<file path="src/sv/mirsd_pkg.sv">
package mirsd_pkg;

    localparam int CHANNELS_DEF = 7;
    localparam int MAX_CHANNELS = 8;
    localparam int SYM_W        = 2;
    localparam int DATA_W       = 8;
    localparam int MASK_W       = 7;
    localparam int CNT_W        = 3;
    localparam int ADDR_W       = 4;
    localparam int PDATA_W      = 32;
    localparam int LOW_CHANNELS = 4;

    localparam logic [1:0] REG_START_CODE = 2'd0;
    localparam logic [1:0] REG_ZERO_CODE  = 2'd1;
    localparam logic [1:0] REG_ONE_CODE   = 2'd2;

    localparam logic [SYM_W-1:0] START_CODE_RST = 2'd3;
    localparam logic [SYM_W-1:0] ZERO_CODE_RST  = 2'd1;
    localparam logic [SYM_W-1:0] ONE_CODE_RST   = 2'd2;

    localparam logic [DATA_W-1:0] MSB_MASK = 8'h80;
    localparam logic [CNT_W-1:0]  LAST_BIT = 3'd7;

    typedef struct packed {
        logic [DATA_W-1:0] first_byte;
        logic [DATA_W-1:0] second_byte;
    } in_item_t;

    typedef struct packed {
        logic [MASK_W-1:0] direction_mask;
        logic [DATA_W-1:0] data_byte;
    } out_item_t;

    typedef struct packed {
        logic [SYM_W-1:0] start_code;
        logic [SYM_W-1:0] zero_code;
        logic [SYM_W-1:0] one_code;
    } cfg_t;

    typedef struct packed {
        logic              finish;
        logic [DATA_W-1:0] data;
    } lane_res_t;

endpackage

</file>
<file path="src/sv/mirsd_lane.sv">
module mirsd_lane (
    input  logic                        aclk,
    input  logic                        aresetn,
    input  logic                        accept,
    input  logic [mirsd_pkg::SYM_W-1:0] sym,
    input  mirsd_pkg::cfg_t             cfg,
    output mirsd_pkg::lane_res_t        res
);

    logic                          collecting_reg, collecting_next;
    logic [mirsd_pkg::CNT_W-1:0]   bit_count_reg, bit_count_next;
    logic [mirsd_pkg::DATA_W-1:0]  assembled_reg, assembled_next;
    logic [mirsd_pkg::DATA_W-1:0]  bit_mask;
    logic                          finish;

    assign bit_mask = mirsd_pkg::MSB_MASK >> bit_count_reg;

    always_comb begin
        collecting_next = collecting_reg;
        bit_count_next  = bit_count_reg;
        assembled_next  = assembled_reg;
        finish          = 1'b0;
        if (accept) begin
            if (!collecting_reg) begin
                if (sym == cfg.start_code) begin
                    collecting_next = 1'b1;
                    bit_count_next  = '0;
                    assembled_next  = '0;
                end
            end else if (sym == cfg.zero_code || sym == cfg.one_code) begin
                if (sym != cfg.zero_code) begin
                    assembled_next = assembled_reg | bit_mask;
                end
                if (bit_count_reg == mirsd_pkg::LAST_BIT) begin
                    bit_count_next  = '0;
                    collecting_next = 1'b0;
                    finish          = 1'b1;
                end else begin
                    bit_count_next = bit_count_reg + 1'b1;
                end
            end else if (sym == cfg.start_code) begin
                collecting_next = 1'b1;
                bit_count_next  = '0;
                assembled_next  = '0;
            end else begin
                collecting_next = 1'b0;
            end
        end
    end

    always_ff @(posedge aclk) begin
        if (!aresetn) begin
            collecting_reg <= 1'b0;
            bit_count_reg  <= '0;
            assembled_reg  <= '0;
        end else begin
            collecting_reg <= collecting_next;
            bit_count_reg  <= bit_count_next;
            assembled_reg  <= assembled_next;
        end
    end

    assign res.finish = finish;
    assign res.data   = assembled_next;

endmodule

</file>
<file path="src/sv/mirsd_merge.sv">
module mirsd_merge #(
    parameter int CHANNELS = mirsd_pkg::CHANNELS_DEF
) (
    input  logic                 aclk,
    input  logic                 aresetn,
    input  logic                 accept,
    input  mirsd_pkg::lane_res_t lane_res [CHANNELS],
    output logic                 in_ready,
    output logic                 out_valid,
    input  logic                 out_ready,
    output mirsd_pkg::out_item_t out_item
);

    logic [CHANNELS-1:0]                   mask;
    logic [mirsd_pkg::MAX_CHANNELS-1:0]    mask_wide;
    logic [mirsd_pkg::DATA_W-1:0]          first_data;
    mirsd_pkg::out_item_t                  new_item;
    logic                                  push, pop;

    logic                 head_valid_reg, head_valid_next;
    logic                 skid_valid_reg, skid_valid_next;
    mirsd_pkg::out_item_t head_reg, head_next;
    mirsd_pkg::out_item_t skid_reg, skid_next;

    // lowest numbered finished channel wins
    always_comb begin
        first_data = '0;
        for (int c = CHANNELS - 1; c >= 0; c--) begin
            mask[c] = lane_res[c].finish;
            if (lane_res[c].finish) begin
                first_data = lane_res[c].data;
            end
        end
    end

    assign mask_wide               = mirsd_pkg::MAX_CHANNELS'(mask);
    assign new_item.direction_mask = mask_wide[mirsd_pkg::MASK_W-1:0];
    assign new_item.data_byte      = first_data;

    assign push     = accept && (|mask);
    assign pop      = head_valid_reg && out_ready;
    assign in_ready = !skid_valid_reg;

    always_comb begin
        head_valid_next = head_valid_reg;
        skid_valid_next = skid_valid_reg;
        head_next       = head_reg;
        skid_next       = skid_reg;
        if (!head_valid_reg || pop) begin
            head_valid_next = skid_valid_reg || push;
            head_next       = skid_valid_reg ? skid_reg : new_item;
            skid_valid_next = 1'b0;
        end else if (push) begin
            skid_valid_next = 1'b1;
            skid_next       = new_item;
        end
    end

    always_ff @(posedge aclk) begin
        if (!aresetn) begin
            head_valid_reg <= 1'b0;
            skid_valid_reg <= 1'b0;
        end else begin
            head_valid_reg <= head_valid_next;
            skid_valid_reg <= skid_valid_next;
        end
        head_reg <= head_next;
        skid_reg <= skid_next;
    end

    assign out_valid = head_valid_reg;
    assign out_item  = head_reg;

    a_skid_needs_head: assert property (@(posedge aclk) disable iff (!aresetn)
        skid_valid_reg |-> head_valid_reg)
        else $error("skid stage holds an item while output stage is empty");

    a_no_push_when_full: assert property (@(posedge aclk) disable iff (!aresetn)
        skid_valid_reg |-> !accept)
        else $error("item accepted while both result stages are full");

    a_held_result_kept: assert property (@(posedge aclk) disable iff (!aresetn)
        (head_valid_reg && !out_ready && push) |=> (skid_valid_reg && head_valid_reg))
        else $error("new result lost behind stalled output");

endmodule

</file>
<file path="src/sv/multichannel_ir_symbol_deframer_core.sv">
// A result is registered into the output stage, or into the skid stage while m_ready holds it, and shown on m_valid.
// Throughput: one item per cycle while s_ready is high; all channel deframers update in parallel lanes.
// A two-entry output stage lets input keep flowing while one result waits.
// Reset (aresetn low, synchronous): all channels idle, counts and data cleared,
// symbol codes back to start=3, zero=1, one=2, output stages empty.
module multichannel_ir_symbol_deframer_core #(
    parameter int CHANNELS = mirsd_pkg::CHANNELS_DEF
) (
    input  logic                          aclk,
    input  logic                          aresetn,
    input  logic                          s_valid,
    output logic                          s_ready,
    input  mirsd_pkg::in_item_t           s_item,
    output logic                          m_valid,
    input  logic                          m_ready,
    output mirsd_pkg::out_item_t          m_item,
    input  logic                          psel,
    input  logic                          penable,
    input  logic                          pwrite,
    input  logic [mirsd_pkg::ADDR_W-1:0]  paddr,
    input  logic [mirsd_pkg::PDATA_W-1:0] pwdata,
    output logic [mirsd_pkg::PDATA_W-1:0] prdata,
    output logic                          pready
);

    mirsd_pkg::cfg_t      cfg_reg, cfg_next;
    logic [1:0]           reg_idx;
    logic                 wr_en;
    logic                 accept;
    mirsd_pkg::lane_res_t lane_res [CHANNELS];

    assign pready  = 1'b1;
    assign reg_idx = paddr[3:2];
    assign wr_en   = psel && penable && pwrite && pready;

    always_comb begin
        cfg_next = cfg_reg;
        prdata   = '0;
        case (reg_idx)
            mirsd_pkg::REG_START_CODE: begin
                prdata = mirsd_pkg::PDATA_W'(cfg_reg.start_code);
                if (wr_en) cfg_next.start_code = pwdata[mirsd_pkg::SYM_W-1:0];
            end
            mirsd_pkg::REG_ZERO_CODE: begin
                prdata = mirsd_pkg::PDATA_W'(cfg_reg.zero_code);
                if (wr_en) cfg_next.zero_code = pwdata[mirsd_pkg::SYM_W-1:0];
            end
            mirsd_pkg::REG_ONE_CODE: begin
                prdata = mirsd_pkg::PDATA_W'(cfg_reg.one_code);
                if (wr_en) cfg_next.one_code = pwdata[mirsd_pkg::SYM_W-1:0];
            end
            default: begin
                prdata = '0;
            end
        endcase
    end

    always_ff @(posedge aclk) begin
        if (!aresetn) begin
            cfg_reg.start_code <= mirsd_pkg::START_CODE_RST;
            cfg_reg.zero_code  <= mirsd_pkg::ZERO_CODE_RST;
            cfg_reg.one_code   <= mirsd_pkg::ONE_CODE_RST;
        end else begin
            cfg_reg <= cfg_next;
        end
    end

    assign accept = s_valid && s_ready;

    for (genvar c = 0; c < CHANNELS; c++) begin : g_lane
        logic [mirsd_pkg::SYM_W-1:0] sym;
        if (c < mirsd_pkg::LOW_CHANNELS) begin : g_low
            assign sym = s_item.second_byte[mirsd_pkg::SYM_W*c +: mirsd_pkg::SYM_W];
        end else begin : g_high
            assign sym = s_item.first_byte[mirsd_pkg::SYM_W*(c - mirsd_pkg::LOW_CHANNELS)
                                           +: mirsd_pkg::SYM_W];
        end
        mirsd_lane u_lane (
            .aclk    (aclk),
            .aresetn (aresetn),
            .accept  (accept),
            .sym     (sym),
            .cfg     (cfg_reg),
            .res     (lane_res[c])
        );
    end

    mirsd_merge #(
        .CHANNELS (CHANNELS)
    ) u_merge (
        .aclk      (aclk),
        .aresetn   (aresetn),
        .accept    (accept),
        .lane_res  (lane_res),
        .in_ready  (s_ready),
        .out_valid (m_valid),
        .out_ready (m_ready),
        .out_item  (m_item)
    );

endmodule

</file>
<file path="config.mk">
export PLATFORM = sky130hd
export DESIGN_NAME = multichannel_ir_symbol_deframer_core
export DESIGN_NICKNAME = d
export VERILOG_FILES = /design/src/sv/mirsd_pkg.sv /design/src/sv/mirsd_lane.sv /design/src/sv/mirsd_merge.sv /design/src/sv/multichannel_ir_symbol_deframer_core.sv
export SDC_FILE = /design/constraint.sdc
export NUM_CORES = 1
export LEC_CHECK = 0
export BUFFER_PORTS_ARGS = -buffer_cell sky130_fd_sc_hd__buf_2
export CORE_MARGIN = 1.5
export CORE_UTILIZATION = 55
export CTS_BUF_LIST = sky130_fd_sc_hd__clkbuf_4
export DETAILED_ROUTE_END_ITERATION = 8
export PLACE_DENSITY = 0.85
export RECOVER_POWER = 50
export REMOVE_ABC_BUFFERS = 1
export SLEW_MARGIN = 20
export SYNTH_ARGS = -nofsm -noshare
export SYNTH_HDL_FRONTEND = slang
export SYNTH_HIERARCHICAL = 1
export SYNTH_SLANG_ARGS = --single-unit
</file>
<file path="constraint.sdc">
create_clock -name aclk -period 4.4 [get_ports aclk]
set_input_delay 0.22 -clock aclk [delete_from_list [all_inputs] [get_ports aclk]]
set_output_delay 0.22 -clock aclk [all_outputs]
set_load 0.05 [all_outputs]
</file>
After elaboration in Yosys (flattened, before gate mapping)
Cells that the tools add are included.
{"block": "totals", "reg_bits": 122, "wordCells": 241, "out_inout_bits": 50}
{"block": "op_classes", "eq_ne": 37, "bitwise_logic": 9, "n_mux": 128, "add_sub_neg": 7, "n_reduce_logical": 23, "shift": 7}
{"cell": "two-way mux 8 bit", "count": 42}
{"cell": "two-way mux 3 bit", "count": 28}
{"cell": "two-way mux 1 bit", "count": 56}
{"cell": "bitwise OR 8 bit", "count": 7}
{"cell": "right shift 8 x 3 -> 8 bit (first input constant)", "count": 7}
{"cell": "== test 2 bit", "count": 21}
{"cell": "adder 3 x 1 -> 3 bit (second input constant)", "count": 7}
{"cell": "== test 3 bit (second input constant)", "count": 7}
{"cell": "two-way mux 15 bit", "count": 1}
{"cell": "!= test 2 bit", "count": 7}
{"cell": "logical OR 1 bit", "count": 9}
{"cell": "AND reduction 2 bit", "count": 4}
{"cell": "OR reduction 7 bit", "count": 1}
{"cell": "one-hot mux 2 bit (3 select lines)", "count": 1}
{"cell": "logical AND 1 bit", "count": 5}
{"cell": "== test 2 x 1 -> 1 bit (second input constant)", "count": 1}
{"cell": "== test 2 bit (second input constant)", "count": 1}
{"cell": "zero test 1 bit", "count": 2}
{"cell": "zero test 2 bit", "count": 1}
{"cell": "inverter 1 bit", "count": 2}
{"cell": "OR reduction 2 bit", "count": 1}

Longest topological paths before layout
{"block": "logic_depth", "ltp_word": 14, "mapped_depth": 13}

Hierarchy
Netlist, hierarchy kept.
{"module": "mirsd_lane", "seq_area_each_um2": 240.2, "area_per_inst_um2": 788.3, "instances": 7, "cells_per_inst": 96}
{"module": "mirsd_merge", "seq_area_each_um2": 940.9, "area_per_inst_um2": 1627.8, "instances": 1, "cells_per_inst": 142}
{"module": "multichannel_ir_symbol_deframer_core", "seq_area_each_um2": 120.1, "area_per_inst_um2": 578.1, "instances": 1, "cells_per_inst": 68}

Worst setup path before layout
No wires, ideal clock.
{"block": "synth_timing", "kind": "register to register", "from": "register u_merge.skid_valid_reg", "to": "register u_merge/skid_reg[0] (netlist name) (enable)", "path_slack_ns": 0.955, "path_stages_with_launch": 13, "arrival_time_ns": 3.059, "setup_ns": 0.386, "t_required_ns": 4.014, "cell_sequence": "dfxtp_1 > clkbuf_1 > inv_1 > and2_1 > clkbuf_1 > and3_1 > buf_2 > and2_1 > buf_4 > or2_1 > clkbuf_1 > o31ai_1 > nor2_1"}
{"block": "synth_between", "elab_chain_len": 6}
{"element": "start, declared", "line": "mirsd_merge.sv:21", "text": "logic skid_valid_reg, skid_valid_next;"}
{"element": "start signal, assigned", "line": "mirsd_merge.sv:65", "text": "skid_valid_reg <= skid_valid_next;"}
{"element": "zero test 1 bit", "line": "mirsd_merge.sv:42", "text": "assign in_ready = !skid_valid_reg;"}
{"element": "net s_ready", "line": "multichannel_ir_symbol_deframer_core.sv:12", "text": "output logic s_ready,"}
{"element": "logical AND 1 bit", "line": "multichannel_ir_symbol_deframer_core.sv:68", "text": "assign accept = s_valid && s_ready;"}
{"element": "net accept", "line": "multichannel_ir_symbol_deframer_core.sv:29", "text": "logic accept;"}
{"element": "two-way mux 1 bit", "line": "mirsd_lane.sv:23", "text": "if (accept) begin"}
{"element": "net g_lane[3].u_lane.finish", "line": "mirsd_lane.sv:14", "text": "logic finish;"}
{"element": "OR reduction 7 bit", "line": "mirsd_merge.sv:40", "text": "assign push = accept && (|mask);"}
{"element": "logical AND 1 bit", "line": "mirsd_merge.sv:40"}
{"element": "AND reduction 2 bit (no source line)"}
{"element": "end signal, assigned", "line": "mirsd_merge.sv:68", "text": "skid_reg <= skid_next;"}
{"element": "end, declared", "line": "mirsd_merge.sv:23", "text": "mirsd_pkg::out_item_t skid_reg, skid_next;"}
The timed path passes the listed nets, and every way through them passes these cells.
A chain may end at the register's enable or synchronous reset.

==> out/summary.md <==
### STA
* 0 ps — Final TNS setup
* 37 — Pins Over Slew Limit
* 3650 ps — Final min period
* 82.9% — period utilisation layout
* 1770 ps — actual transition at the worst max-transition pin
* 0 — count of endpoints failing hold in the final timing report
* 274 MHz — Highest Clock Rate
* 14.0 ps — Final Skew
* -17.9% — Slew Limit Headroom
* 0 — # setup viols final
* false — unrepaired setup endpoints after global routing

### Floorplan
* 109 — I/O pin cnt
* 43 — placement row count
* 14800 um^2 — die area
* 13800 um^2 — Core Footprint
* 56.1% — effective utilization at floorplan
* 122 um — height of the die
* 122 um — Die X

### CTS
* 4 — # H-tree levels
* 17 — TritonCTS Buffers
* 0 — cts repair resizes
* built — CTS tree
* sky130_fd_sc_hd__clkbuf_4 — clock tree root buffer cell
* 2 — hold buffer count at cts
* 2 — number of buffers on the longest clock path
* 0 — count of buffers added by post-CTS timing repair for setup
* 122 — count of clock tree sinks
* 100 ps — clk slew on worst S/H paths
* 560 ps — clock latency at the later pin of the worst-skew pair

### Critical path
* 11 — largest driver fanout on the critical path
* sky130_fd_sc_hd__buf_4 — cell seen most often among critical-path stages
* buf_4, xor2_1, o2bb2ai_1, and3_1, and2_0, or2_1, o31ai_1, nor2_1, buf_4 — CP cell instances
* 3910 ps — arrival time worst endpoint
* flop to flop — WS Path Type
* 4670 ps — required arrival time at the worst endpoint
* flop — type of element capturing the critical path
* 720 ps — biggest cell delay along the critical path
* flop — critical path startpoint category
* sky130_fd_sc_hd__o2bb2ai_1 — slowest stage cell on the critical path

### Logic synthesis
* 53 — distinct cell type count of the synthesized netlist
* sky130_fd_sc_hd__dfxtp_1 — Yosys top cell by area
* sky130_fd_sc_hd__dfxtp_1 — Post-synth top flop
* sky130_fd_sc_hd__dfxtp_1 (24%), sky130_fd_sc_hd__edfxtp_1 (12%), sky130_fd_sc_hd__nand3_1 (11%) — top cells by area in the synthesized netlist
* 23.8% — area share of the largest cell type after synthesis
* 8.76 um^2 — mean area per synthesized cell
* 0% — async set-or-reset flop fraction in the synthesized netlist
* 882 — cell count after synthesis
* 35.5% — register area share after synthesis
* 7720 um^2 — cell area after technology mapping
* 122 — Synth Register Bits
* 30 — number of synthesized flops with an enable pin
* 6 — Yosys warning total

### Final layout
* 4470 um^2 — area taken by multi-input logic gates
* 0 — count of inserted antenna diode cells
* 8110 um^2 — final standard cell area without fillers
* 56 — max FFs per register
* 5.05% — Area Overhead vs Synth
* 1246 — number of fillers in the final layout
* 8.67% — fraction of layout cells with a size suffix above 1
* 1011 — post-layout net count
* 1103 — final cell count without fillers
* 2740 um^2 — area taken by flip-flops and latches

### Route
* 17800 um — Post-Route WL
* 7680 um — met1 WL
* 1090 um — DR WL met3
* 16.1 um — WL per Instance
* 8540 um — WL met2
* 780 — number of design-rule violations left by the first detailed-router iteration
* met4 — uppermost metal layer occupied by signal nets
* 6.07 — vias per std cell
* 0 — post-route DRC violation count
* 6694 — vias after detailed routing
* 0 — post-detailed-route count of antenna-violating nets
* 5 — number of iterations in the first detailed-routing pass

### Placement
* 12600 um — HPWL after detailed placement
* 1069 — total instance count after detailed placement
* 7900 um^2 — total placed instance area
* 43 — IO buf count
* 0.905 — global placer's final weighted congestion

### Power and ir drop
* 0.00319 uW — Leak Pwr
* 273 nW/um^2 — total power divided by cell area
* 132 uV — maximum vdd drop

### Global routing
* 28800 um — global-route wire length before repair
* 37 — largest net degree at the start of global routing
* 0 — antenna violations before repair
* 24.8% — aggregate global-route resource usage
* 6000 — via count of the first global-routing pass
* 0 — grt total ovfl

### Outcome
* max-capacitance violations, max-slew violations — violations in the final reports
* complete, but fails checks — run status

### Job
* 1 — max-capacitance violation count

### Min path
* input pin to flop — type of the most critical hold path

layer usage:
metal	vias up	global-route usage [%]
li1	3245	-
met1	3132	32.2
met2	281	40.3
met3	36	5.59
met4	0	9.34
met5	-	0
layout by cell type, fill, tap and decap left out, types with 6 or more instances in the layout:
master / synthesis / routed
sky130_fd_sc_hd__buf_2: 14 / 24
sky130_fd_sc_hd__edfxtp_1: 30 / 30
sky130_fd_sc_hd__and2_1: 51 / 47
sky130_fd_sc_hd__a31oi_1: 62 / 62
sky130_fd_sc_hd__inv_1: 23 / 23
sky130_fd_sc_hd__dfxtp_1: 92 / 92
sky130_fd_sc_hd__or3_1: 6 / 6
sky130_fd_sc_hd__a2111oi_0: 7 / 7
sky130_fd_sc_hd__o21ai_0: 7 / 7
sky130_fd_sc_hd__a221o_1: 7 / 7
sky130_fd_sc_hd__a221oi_1: 8 / 11
sky130_fd_sc_hd__clkinv_1: 7 / 11
sky130_fd_sc_hd__nor2b_1: 22 / 22
sky130_fd_sc_hd__clkbuf_1: 22 / 23
sky130_fd_sc_hd__nand3_1: 168 / 168
sky130_fd_sc_hd__and3_1: 14 / 14
sky130_fd_sc_hd__a22oi_1: 6 / 6
sky130_fd_sc_hd__xnor2_1: 28 / 28
sky130_fd_sc_hd__nand2b_1: 9 / 9
sky130_fd_sc_hd__nand2_1: 67 / 67
sky130_fd_sc_hd__ha_1: 42 / 42
sky130_fd_sc_hd__a211oi_2: 7 / 7
sky130_fd_sc_hd__o22ai_1: 8 / 8
sky130_fd_sc_hd__nand4_1: 14 / 14
sky130_fd_sc_hd__a21oi_1: 9 / 9
sky130_fd_sc_hd__clkbuf_4: 0 / 21
sky130_fd_sc_hd__o2bb2ai_1: 7 / 7
sky130_fd_sc_hd__nor2_1: 19 / 19
sky130_fd_sc_hd__buf_4: 38 / 7
sky130_fd_sc_hd__conb_1: 2 / 31
sky130_fd_sc_hd__mux2i_1: 22 / 22
sky130_fd_sc_hd__nor3_1: 7 / 7
sky130_fd_sc_hd__xor2_1: 14 / 14
per-stage QoR:
stage | hold slack (ps) | setup WS (ps) | power (uW) | utilization, %
final | 34.3 | 753 | 2220 | 58.9
after global routing | 15.5 | 517 | 2300 | 58.9
after CTS | 8.25 | 852 | 2230 | 59.6
after detailed placement | 492 | 897 | 1420 | 57.4
after floorplan | 342 | 66.1 | 1350 | -
after global placement | 487 | 995 | 1420 | 57.4
synthesized netlist by cell type, drive strengths merged, types with 2 or more instances:
| master | instances |
|---|---|
| a2111oi | 7 |
| a211oi | 7 |
| a21oi | 9 |
| a221o | 7 |
| a221oi | 15 |
| a22oi | 6 |
| a31oi | 63 |
| and2 | 51 |
| and3 | 14 |
| buf | 54 |
| clkbuf | 22 |
| clkinv | 7 |
| conb | 2 |
| dfxtp | 92 |
| edfxtp | 30 |
| ha | 42 |
| inv | 24 |
| mux2 | 5 |
| mux2i | 22 |
| nand2 | 67 |
| nand2b | 9 |
| nand3 | 169 |
| nand4 | 14 |
| nor2 | 19 |
| nor2b | 22 |
| nor3 | 8 |
| nor3b | 4 |
| o21ai | 11 |
| o22ai | 8 |
| o2bb2ai | 7 |
| o31ai | 2 |
| o41ai | 7 |
| or2 | 2 |
| or3 | 6 |
| xnor2 | 28 |
| xor2 | 14 |
final timing paths:
path                                                              startpoint  cells past startpoint  slack (ps)                                            to
worst max-delay path                                 cfg_reg[1]$_SDFFE_PN1P_                      9         750                u_merge/skid_reg[11]$_DFFE_PP_
worst min-delay path                                                paddr[3]                      3          30                       cfg_reg[2]$_SDFFE_PN1P_
worst max register to register                       cfg_reg[1]$_SDFFE_PN1P_                      9         750                u_merge/skid_reg[11]$_DFFE_PP_
worst min register to register  g_lane[1].u_lane/assembled_reg[5]$_SDFF_PN0_                      2         510  g_lane[1].u_lane/assembled_reg[5]$_SDFF_PN0_
cell families (layout without fill, tap and decap cells):
logic type | count (synthesis) | in the layout | share of synthesized area, %
fa+ha+maj | 42 | 42 | 6.80
simple gates | 388 | 388 | 26.3
compound gates | 152 | 152 | 15.6
mux | 27 | 27 | 3.58
buf+inv | 107 | 119 | 7.37
flops | 122 | 122 | 35.5
other cells | 2 | 31 | 0.0972
xor+xnor | 42 | 42 | 4.76
power by group:
group	switching [uW]	leakage, uW	internal [uW]	total [uW]
logic	181	0.00194	54.8	236
clock network	410	0.000157	408	818
registers	16.2	0.00110	1150	1160
layout make-up:
| class | instances | share of cell area (%) |
|---|---|---|
| Sequential cell | 122 | 33.8 |
| Timing Repair Buffer | 56 | 3.44 |
| Tap cell | 180 | 2.78 |
| Clock buffer | 21 | 1.94 |
| Inverter | 31 | 1.43 |
| Multi-Input combinational cell | 682 | 55.0 |
| Clock inverter | 11 | 1.57 |
worst max-delay path: cells and delay by family, from the launching register on:
kind / cells / cell delay [ps]
AOI/OAI and AO/OA: 2 / 860
DFF: 1 / 410
buffers and inverters: 2 / 510
and+or+nand+nor: 4 / 1450
xor gates and xnor gates: 1 / 120
Power figures use the tool's default switching activity.
